--- config.mk ---
export PLATFORM = sky130hd
export DESIGN_NAME = sd_spi_single_block_read_flat
export DESIGN_NICKNAME = d
export VERILOG_FILES = /design/src/rtl/sdr_pkg.sv /design/src/rtl/sdr_req_if.sv /design/src/rtl/sdr_rsp_if.sv /design/src/rtl/sdr_ctrl.sv /design/src/rtl/sdr_out.sv /design/src/rtl/sd_spi_single_block_read.sv /design/src/flat_wrapper.sv
export SDC_FILE = /design/constraint.sdc
export NUM_CORES = 1
export LEC_CHECK = 0
export BUFFER_PORTS_ARGS = -buffer_cell sky130_fd_sc_hd__buf_2
export CORE_MARGIN = 2
export CORE_UTILIZATION = 45
export CTS_CLUSTER_DIAMETER = 150
export DETAILED_ROUTE_END_ITERATION = 6
export PLACE_DENSITY = 0.63
export SYNTH_ARGS = -nofsm -noshare
export SYNTH_HDL_FRONTEND = slang
export SYNTH_HIERARCHICAL = 1
export SYNTH_SLANG_ARGS = --single-unit
--- constraint.sdc ---
create_clock -name clock -period 5.99 [get_ports clock]
set_input_delay 1.198 -clock clock [delete_from_list [all_inputs] [get_ports clock]]
set_output_delay 1.198 -clock clock [all_outputs]
set_load 0.01 [all_outputs]
--- src/rtl/sdr_pkg.sv ---
// ----------------------------------------------------------------------------
// sdr_pkg
// Shared types and constants of the SD card SPI single-block read block.
// ----------------------------------------------------------------------------
package sdr_pkg;

   localparam int BLOCK_BYTES = 512;
   localparam int DATA_CNT_W  = 10;
   localparam int WAIT_W      = 16;
   localparam int CRC_W       = 7;
   localparam int CSR_DATA_W  = 16;
   localparam int CSR_IDX_W   = 1;
   localparam int FRAME_BYTES = 6;
   localparam int FRAME_CNT_W = 3;

   localparam logic [7:0] CMD17_BYTE = 8'h51;
   localparam logic [7:0] DATA_TOKEN = 8'hFE;

   localparam logic [WAIT_W-1:0] R1_LIMIT_RESET = 16'd16;

   typedef enum logic [CSR_IDX_W-1:0] {
      CSR_CRC_BYTE      = 1'b0,
      CSR_R1_WAIT_LIMIT = 1'b1
   } csr_index_type;

   typedef enum logic [1:0] {
      ST_OK        = 2'd0,
      ST_R1_ERR    = 2'd1,
      ST_TOKEN_ERR = 2'd2,
      ST_TOKEN_TMO = 2'd3
   } status_type;

   localparam logic KIND_TX = 1'b0;
   localparam logic KIND_RX = 1'b1;

   localparam logic OP_START = 1'b0;
   localparam logic OP_BYTE  = 1'b1;

   typedef struct packed {
      logic       kind;
      logic [7:0] byte_value;
      logic       done_res;
      logic [1:0] status;
   } res_type;

   typedef struct packed {
      logic    load_frame;
      logic    load_single;
      res_type res;
   } ctl_type;

endpackage

--- src/rtl/sdr_req_if.sv ---
// ----------------------------------------------------------------------------
// sdr_req_if
// Request channel: start of a read or a byte received from the card.
// ----------------------------------------------------------------------------
interface sdr_req_if;
   logic        valid;
   logic        ready;
   logic        operation;
   logic [31:0] block_address;
   logic [15:0] token_wait_limit;
   logic [7:0]  received_byte;

   modport source (output valid, output operation, output block_address,
                   output token_wait_limit, output received_byte, input ready);
   modport sink   (input valid, input operation, input block_address,
                   input token_wait_limit, input received_byte, output ready);
endinterface

--- src/rtl/sdr_rsp_if.sv ---
// ----------------------------------------------------------------------------
// sdr_rsp_if
// Response channel: command bytes to send and data bytes read.
// ----------------------------------------------------------------------------
interface sdr_rsp_if;
   logic       valid;
   logic       ready;
   logic       kind;
   logic [7:0] byte_value;
   logic       done_res;
   logic [1:0] status;

   modport source (output valid, output kind, output byte_value,
                   output done_res, output status, input ready);
   modport sink   (input valid, input kind, input byte_value,
                   input done_res, input status, output ready);
endinterface

--- src/rtl/sdr_ctrl.sv ---
// ----------------------------------------------------------------------------
// sdr_ctrl
// Read sequencer: R1 wait, data token wait and data byte count.
// ----------------------------------------------------------------------------
module sdr_ctrl (
   input  logic                           clock,
   input  logic                           reset,
   sdr_req_if.sink                        req,
   input  logic                           out_free,
   input  logic [sdr_pkg::WAIT_W-1:0]     r1_wait_limit,
   output sdr_pkg::ctl_type               ctl
);
   import sdr_pkg::*;

   typedef enum logic [1:0] {
      PH_IDLE,
      PH_R1,
      PH_TOKEN,
      PH_DATA
   } phase_type;

   phase_type             phase_ff, phase_in;
   logic [WAIT_W-1:0]     wait_count_ff, wait_count_in;
   logic [WAIT_W-1:0]     token_limit_ff, token_limit_in;
   logic [DATA_CNT_W-1:0] data_count_ff, data_count_in;

   logic              accept;
   logic [7:0]        rx;
   logic [WAIT_W-1:0] wait_inc;
   logic [WAIT_W-1:0] r1_lim;
   logic              finish;
   status_type        fin_status;

   assign req.ready = out_free;
   assign accept    = req.valid && out_free;
   assign rx        = req.received_byte;
   assign wait_inc  = wait_count_ff + WAIT_W'(1);
   assign r1_lim    = (r1_wait_limit == '0) ? WAIT_W'(1) : r1_wait_limit;

   always_comb begin
      phase_in       = phase_ff;
      wait_count_in  = wait_count_ff;
      token_limit_in = token_limit_ff;
      data_count_in  = data_count_ff;
      finish         = 1'b0;
      fin_status     = ST_OK;
      ctl            = '0;
      if (accept) begin
         if (req.operation == OP_START) begin
            phase_in       = PH_R1;
            wait_count_in  = '0;
            token_limit_in = req.token_wait_limit;
            data_count_in  = '0;
            ctl.load_frame = 1'b1;
         end else begin
            unique case (phase_ff)
               PH_R1: begin
                  if (!rx[7]) begin
                     if (rx[7:1] != '0) begin
                        finish     = 1'b1;
                        fin_status = ST_R1_ERR;
                     end else if (token_limit_ff == '0) begin
                        finish     = 1'b1;
                        fin_status = ST_TOKEN_TMO;
                     end else begin
                        phase_in      = PH_TOKEN;
                        wait_count_in = '0;
                     end
                  end else begin
                     wait_count_in = wait_inc;
                     if (wait_inc == '0 || wait_inc >= r1_lim) begin
                        finish     = 1'b1;
                        fin_status = ST_R1_ERR;
                     end
                  end
               end
               PH_TOKEN: begin
                  if (rx[7:5] == '0) begin
                     finish     = 1'b1;
                     fin_status = ST_TOKEN_ERR;
                  end else if (rx == DATA_TOKEN) begin
                     phase_in      = PH_DATA;
                     data_count_in = '0;
                     wait_count_in = '0;
                  end else begin
                     wait_count_in = wait_inc;
                     if (wait_inc == '0 || wait_inc >= token_limit_ff) begin
                        finish     = 1'b1;
                        fin_status = ST_TOKEN_TMO;
                     end
                  end
               end
               PH_DATA: begin
                  ctl.load_single    = 1'b1;
                  ctl.res.kind       = KIND_RX;
                  ctl.res.byte_value = rx;
                  ctl.res.status     = ST_OK;
                  if (data_count_ff == DATA_CNT_W'(BLOCK_BYTES - 1)) begin
                     ctl.res.done_res = 1'b1;
                     phase_in         = PH_IDLE;
                     data_count_in    = '0;
                  end else begin
                     data_count_in = data_count_ff + DATA_CNT_W'(1);
                  end
               end
               default: begin
               end
            endcase
            if (finish) begin
               phase_in           = PH_IDLE;
               wait_count_in      = '0;
               ctl.load_single    = 1'b1;
               ctl.res.kind       = KIND_RX;
               ctl.res.byte_value = rx;
               ctl.res.done_res   = 1'b1;
               ctl.res.status     = fin_status;
            end
         end
      end
   end

   always_ff @(posedge clock) begin
      if (reset) begin
         phase_ff       <= PH_IDLE;
         wait_count_ff  <= '0;
         token_limit_ff <= '0;
         data_count_ff  <= '0;
      end else begin
         phase_ff       <= phase_in;
         wait_count_ff  <= wait_count_in;
         token_limit_ff <= token_limit_in;
         data_count_ff  <= data_count_in;
      end
   end

endmodule

--- src/rtl/sdr_out.sv ---
// ----------------------------------------------------------------------------
// sdr_out
// Response register with the command frame shifter.
// ----------------------------------------------------------------------------
module sdr_out (
   input  logic                       clock,
   input  logic                       reset,
   input  sdr_pkg::ctl_type           ctl,
   input  logic [31:0]                block_address,
   input  logic [sdr_pkg::CRC_W-1:0]  crc_byte,
   output logic                       out_free,
   sdr_rsp_if.source                  rsp
);
   import sdr_pkg::*;

   localparam int SHIFT_W = 40;

   logic [FRAME_CNT_W-1:0] cnt_ff, cnt_in;
   res_type                res_ff, res_in;
   logic [SHIFT_W-1:0]     shift_ff, shift_in;
   logic                   pop;

   assign rsp.valid      = (cnt_ff != '0);
   assign rsp.kind       = res_ff.kind;
   assign rsp.byte_value = res_ff.byte_value;
   assign rsp.done_res   = res_ff.done_res;
   assign rsp.status     = res_ff.status;

   assign pop      = rsp.valid && rsp.ready;
   assign out_free = (cnt_ff == '0) || (cnt_ff == FRAME_CNT_W'(1) && rsp.ready);

   always_comb begin
      cnt_in   = cnt_ff;
      res_in   = res_ff;
      shift_in = shift_ff;
      if (ctl.load_frame) begin
         cnt_in            = FRAME_CNT_W'(FRAME_BYTES);
         res_in.kind       = KIND_TX;
         res_in.byte_value = CMD17_BYTE;
         res_in.done_res   = 1'b0;
         res_in.status     = ST_OK;
         shift_in          = {block_address, crc_byte, 1'b1};
      end else if (ctl.load_single) begin
         cnt_in = FRAME_CNT_W'(1);
         res_in = ctl.res;
      end else if (pop) begin
         cnt_in = cnt_ff - FRAME_CNT_W'(1);
         if (cnt_ff > FRAME_CNT_W'(1)) begin
            res_in.kind       = KIND_TX;
            res_in.byte_value = shift_ff[SHIFT_W-1 -: 8];
            res_in.done_res   = (cnt_ff == FRAME_CNT_W'(2));
            res_in.status     = ST_OK;
            shift_in          = {shift_ff[SHIFT_W-9:0], 8'h00};
         end
      end
   end

   always_ff @(posedge clock) begin
      if (reset) begin
         cnt_ff <= '0;
      end else begin
         cnt_ff <= cnt_in;
      end
   end

   always_ff @(posedge clock) begin
      res_ff   <= res_in;
      shift_ff <= shift_in;
   end

endmodule

--- src/rtl/sd_spi_single_block_read.sv ---
// ----------------------------------------------------------------------------
// sd_spi_single_block_read
// Host side of an SD card single-block read (command 17) in SPI mode.
//
//   channel  direction  contents
//   req      in         start (address, token limit) or received byte
//   rsp      out        command byte to send or data byte read, end status
//   csr      in         crc_byte (index 0), r1_wait_limit (index 1)
//
// a received-byte transaction is taken every cycle while rsp drains
// a start transaction yields six command bytes in turn; req is held
// off until the last one is leaving the response register
// synchronous reset: idle, crc_byte 0, r1_wait_limit 16
// rsp stalls hold the response register and back-pressure req
// ----------------------------------------------------------------------------
module sd_spi_single_block_read (
   input  logic                              clock,
   input  logic                              reset,
   sdr_req_if.sink                           req,
   sdr_rsp_if.source                         rsp,
   input  logic                              csr_write,
   input  logic [sdr_pkg::CSR_IDX_W-1:0]     csr_index,
   input  logic [sdr_pkg::CSR_DATA_W-1:0]    csr_wdata
);
   import sdr_pkg::*;

   logic [CRC_W-1:0]  crc_ff;
   logic [WAIT_W-1:0] r1_limit_ff;
   ctl_type           ctl;
   logic              out_free;

   always_ff @(posedge clock) begin
      if (reset) begin
         crc_ff      <= '0;
         r1_limit_ff <= R1_LIMIT_RESET;
      end else if (csr_write) begin
         unique case (csr_index_type'(csr_index))
            CSR_CRC_BYTE:      crc_ff      <= csr_wdata[CRC_W-1:0];
            CSR_R1_WAIT_LIMIT: r1_limit_ff <= csr_wdata[WAIT_W-1:0];
            default: begin
            end
         endcase
      end
   end

   sdr_ctrl u_ctrl (
      .clock         (clock),
      .reset         (reset),
      .req           (req),
      .out_free      (out_free),
      .r1_wait_limit (r1_limit_ff),
      .ctl           (ctl)
   );

   sdr_out u_out (
      .clock         (clock),
      .reset         (reset),
      .ctl           (ctl),
      .block_address (req.block_address),
      .crc_byte      (crc_ff),
      .out_free      (out_free),
      .rsp           (rsp)
   );

endmodule

--- src/flat_wrapper.sv ---
// flat-port wrapper written by rule: the top's interface ports become plain ports
module sd_spi_single_block_read_flat import sdr_pkg::*;
  (clock, reset, csr_write, csr_index, csr_wdata, req_valid, req_operation, req_block_address, req_token_wait_limit, req_received_byte, req_ready, rsp_valid, rsp_kind, rsp_byte_value, rsp_done_res, rsp_status, rsp_ready);
  sdr_req_if req_i ();
  sdr_rsp_if rsp_i ();
  input  logic clock;
  input  logic reset;
  input  logic csr_write;
  input  logic [sdr_pkg::CSR_IDX_W-1:0] csr_index;
  input  logic [sdr_pkg::CSR_DATA_W-1:0] csr_wdata;
  input wire logic [$bits(req_i.valid)-1:0] req_valid;
  input wire logic [$bits(req_i.operation)-1:0] req_operation;
  input wire logic [$bits(req_i.block_address)-1:0] req_block_address;
  input wire logic [$bits(req_i.token_wait_limit)-1:0] req_token_wait_limit;
  input wire logic [$bits(req_i.received_byte)-1:0] req_received_byte;
  output wire logic [$bits(req_i.ready)-1:0] req_ready;
  output wire logic [$bits(rsp_i.valid)-1:0] rsp_valid;
  output wire logic [$bits(rsp_i.kind)-1:0] rsp_kind;
  output wire logic [$bits(rsp_i.byte_value)-1:0] rsp_byte_value;
  output wire logic [$bits(rsp_i.done_res)-1:0] rsp_done_res;
  output wire logic [$bits(rsp_i.status)-1:0] rsp_status;
  input wire logic [$bits(rsp_i.ready)-1:0] rsp_ready;
  assign req_i.valid = req_valid;
  assign req_i.operation = req_operation;
  assign req_i.block_address = req_block_address;
  assign req_i.token_wait_limit = req_token_wait_limit;
  assign req_i.received_byte = req_received_byte;
  assign req_ready = req_i.ready;
  assign rsp_valid = rsp_i.valid;
  assign rsp_kind = rsp_i.kind;
  assign rsp_byte_value = rsp_i.byte_value;
  assign rsp_done_res = rsp_i.done_res;
  assign rsp_status = rsp_i.status;
  assign rsp_i.ready = rsp_ready;
  sd_spi_single_block_read u_core (.clock(clock), .reset(reset), .req(req_i), .rsp(rsp_i), .csr_write(csr_write), .csr_index(csr_index), .csr_wdata(csr_wdata));
endmodule
==> results.sh <==
export IMPL_outcome="finished clean"
export IMPL_viasPerCell=5.51
export IMPL_dr_pass1_iters=5
export IMPL_max_slew_margin_rel_pct=24.5
export IMPL_numClockSinks=122
export IMPL_layout_min_cycle_time_ps=5120
export IMPL_core_um2=15300
export IMPL_crit_path_start_kind="flip-flop"
export IMPL_cts_made_buffers=17
export IMPL_synthCells=765
export IMPL_rows=45
export IMPL_path_clk_slew_ps=60
export IMPL_synth_top_area_cell="dfxtp_1"
export IMPL_synth_top_area_share_pct=23.4
export IMPL_hp_start="u_core/u_ctrl/token_limit_ff[6]"
export IMPL_ys_types=79
export IMPL_dpl_hpwl_mm=12.4
export IMPL_antenna_cells=0
export IMPL_arrival_ps=5480
export IMPL_r2r_cells=16
export IMPL_io_pins=93
export IMPL_yosys_register_bits=122
export IMPL_r2r_slack_ps=870
export IMPL_vdd_drop_max_v=0.000221
export IMPL_critical_path_class="reg -> reg"
export IMPL_synth_edf_count=39
export IMPL_p_total_uw=2850
export IMPL_die_w_um=130
export IMPL_io_buffers=92
export IMPL_post_cts_resized=0
export IMPL_grt_ovfl_total=0
export IMPL_synthArstFlopShare_pct=0
export IMPL_setup_slack_ps=870
export IMPL_min_delay_path_depth=2
export IMPL_postRouteAntennaNets=0
export IMPL_drc_errors=0
export IMPL_drive_gt1_share_pct=17.9
export IMPL_syn_avg_cell_area_um2=9.29
export IMPL_final_hold_viol_count=0
export IMPL_pwr_density_cell_nw_per_um2=348
export IMPL_cts_max_level=4
export IMPL_fin_nets=956
export IMPL_synth_nets=885
export IMPL_grt_pass1_vias=5633
export IMPL_cts_tree="done"
export IMPL_wirelength_mm=17.1
export IMPL_power_leakage_uw=0.00336
export IMPL_wl_per_cell_um=16.1
export IMPL_yosysWarnings=6
export IMPL_hold_path_endpoint="u_core/u_ctrl/token_limit_ff[6]"
export IMPL_period_share_pct=85.5
export IMPL_grt_first_pass_wirelength_mm=27.7
export IMPL_r2r_end="u_core/u_ctrl/wait_count_ff[0]"
export IMPL_path_max_fanout=14
export IMPL_postCtsSetupBuffers=0
export IMPL_dp_cells=1028
export IMPL_dp_slack_ps=913
export IMPL_stdcell_count=1060
export IMPL_syn_to_final_growth_pct=15.1
export IMPL_start_util_pct=46.4
export IMPL_rr_startpoint="u_core/u_ctrl/wait_count_ff[0]"
export IMPL_holdBufCountCts=0
export IMPL_synthTopCellsByArea="dfxtp_1 (23%), edfxtp_1 (16%), ha_1 (7.2%)"
export IMPL_cts_root_buf="clkbuf_16"
export IMPL_end_kind="flip-flop"
export IMPL_finalSetupViolations=0
export IMPL_antenna_found_initial=0
export IMPL_cap_violations=0
export IMPL_drt_iter0_markers=481
export IMPL_slew_viol_final=0
export IMPL_timing_fmax_mhz=195
export IMPL_synth_area_um2=7110
export IMPL_tns_ps=0
export IMPL_rsz0062_at_grt="no"
export IMPL_skew_ps=7.17
export IMPL_grt_max_degree=61
export IMPL_worst_pin_slew_ps=1120
export IMPL_vias=5842
export IMPL_synth_yosys_seq_area_share_pct=39.8
export IMPL_clkLatencyLatePin_ps=420
export IMPL_place_congestion=0.882
export IMPL_synthFlopType="dfxtp_1"
export IMPL_required_ps=6350
export IMPL_die_h_um=130
export IMPL_dieArea_um2=16800
export IMPL_ctsLongestPathBuffers=2
export IMPL_track_usage_pct=20.8
export IMPL_hold_path_class="reg -> reg"
[per-stage QoR]
step                hold WS [ps]  cell area [um^2]  util [%]
floorplan                    436              7110         -
global placement             446              7620      49.7
detailed placement           452              7620      49.7
CTS                          462              8190      53.4
global route                 483              8190      53.4
finish                       460              8190      53.4
[power breakdown]
| group | switching, uW | leakage (uW) | internal [uW] |
|---|---|---|---|
| logic | 425 | 0.00203 | 284 |
| registers | 79.3 | 0.00106 | 1080 |
| clock network | 401 | 0.000276 | 577 |
| total | 905 | 0.00336 | 1940 |
[worst max-delay path: stages (launching register included)]
cell and delay [ps]:
dfxtp_1 510, ha_1 370, nand3_4 170, or4_1 650, nor2_1 180, xor2_1 290, ha_1 300, and4_1 190
a21oi_1 160, a211oi_1 80, nor4b_1 360, o21ai_0 150, o21ba_2 250, o21bai_1 200, buf_4 210, and2_0 700
mux2_2 280
[cell type report]
| class | count | area, um^2 |
|---|---|---|
| fill | 1433 | 7130 |
| multi-input combinational | 543 | 3810 |
| sequential | 122 | 2830 |
| timing repair buffer | 100 | 520 |
| clock buffer | 17 | 425 |
| tap | 211 | 264 |
| inverter | 52 | 195 |
| clock inverter | 15 | 141 |
[cells in the final DEF, fill, tap and decap left out, drive strengths merged, types with 32 or more instances in the layout]
cell,n
nand2,61
dfxtp,83
nor2,39
and2,55
edfxtp,39
buf,100
ha,41
a21oi,52
a31o,32
inv,54
[routing by layer]
metal	vias to the layer above	wire length (um)	global-route usage, %
li1	2900	-	-
met1	2756	8170	28.8
met2	171	7840	33.4
met3	15	915	4.51
met4	0	147	5.00
met5	-	0	0
[synthesized netlist by cell type, types with 4 or more instances]
| cell | n |
|---|---|
| a21o_1 | 9 |
| a211oi_1 | 6 |
| nand2_1 | 60 |
| or4_1 | 8 |
| buf_2 | 11 |
| a31o_1 | 28 |
| and4_1 | 5 |
| o311a_1 | 7 |
| and2_1 | 54 |
| a22o_1 | 9 |
| inv_1 | 49 |
| nand3_1 | 23 |
| a31o_2 | 4 |
| nor4_1 | 13 |
| xor2_1 | 8 |
| xnor2_1 | 15 |
| o21a_1 | 4 |
| o2bb2ai_1 | 4 |
| dfxtp_1 | 83 |
| ha_1 | 41 |
| nor3_1 | 9 |
| o21ai_0 | 11 |
| mux2i_1 | 14 |
| buf_4 | 7 |
| a21bo_1 | 9 |
| clkbuf_1 | 20 |
| edfxtp_1 | 39 |
| nor2b_1 | 5 |
| a21oi_1 | 50 |
| o31a_1 | 4 |
| nand2b_1 | 24 |
| buf_6 | 7 |
| nor2_1 | 38 |
| a2111oi_0 | 5 |
| and3_1 | 5 |
| nand4_1 | 13 |
[worst max-delay path by stage]
stage	startpoint	end	cells past startpoint
final	u_core/u_ctrl/wait_count_ff[0]	u_core/u_ctrl/wait_count_ff[0]	16
after global routing	u_core/u_ctrl/wait_count_ff[0]	u_core/u_ctrl/wait_count_ff[0]	15
after CTS	u_core/u_ctrl/wait_count_ff[0]	u_core/u_ctrl/wait_count_ff[0]	16
after detailed placement	u_core/u_ctrl/wait_count_ff[0]	u_core/u_out/shift_ff[8]	17
after global placement	u_core/u_ctrl/wait_count_ff[0]	u_core/u_out/shift_ff[13]	16
after floorplan	u_core/u_ctrl/wait_count_ff[0]	u_core/u_out/shift_ff[10]	20
[cells by family after synthesis]
group | synth area share (%)
AOI/OAI and AO/OA | 19.5
xor gates and xnor gates | 2.83
adders and majority gates | 7.21
buffers and inverters | 6.63
DFF | 39.8
muxes | 2.13
and+or+nand+nor | 21.8
[sequential cells by signal (all words and copies together), names as in the netlist]
register,count
u_core/u_ctrl/data_count_ff,10
u_core/u_out/rsp.status,2
u_core/u_ctrl/token_limit_ff,16
u_core/u_out/cnt_ff,3
u_core/u_ctrl/wait_count_ff,16
u_core/u_out/shift_ff,40
u_core/u_ctrl/phase_ff,2
u_core/crc_ff,7
u_core/u_out/rsp.kind,1
u_core/r1_limit_ff,16
u_core/u_out/rsp.done_res,1
u_core/u_out/rsp.byte_value,8
No activity file was read; power rests on OpenSTA's default activity.
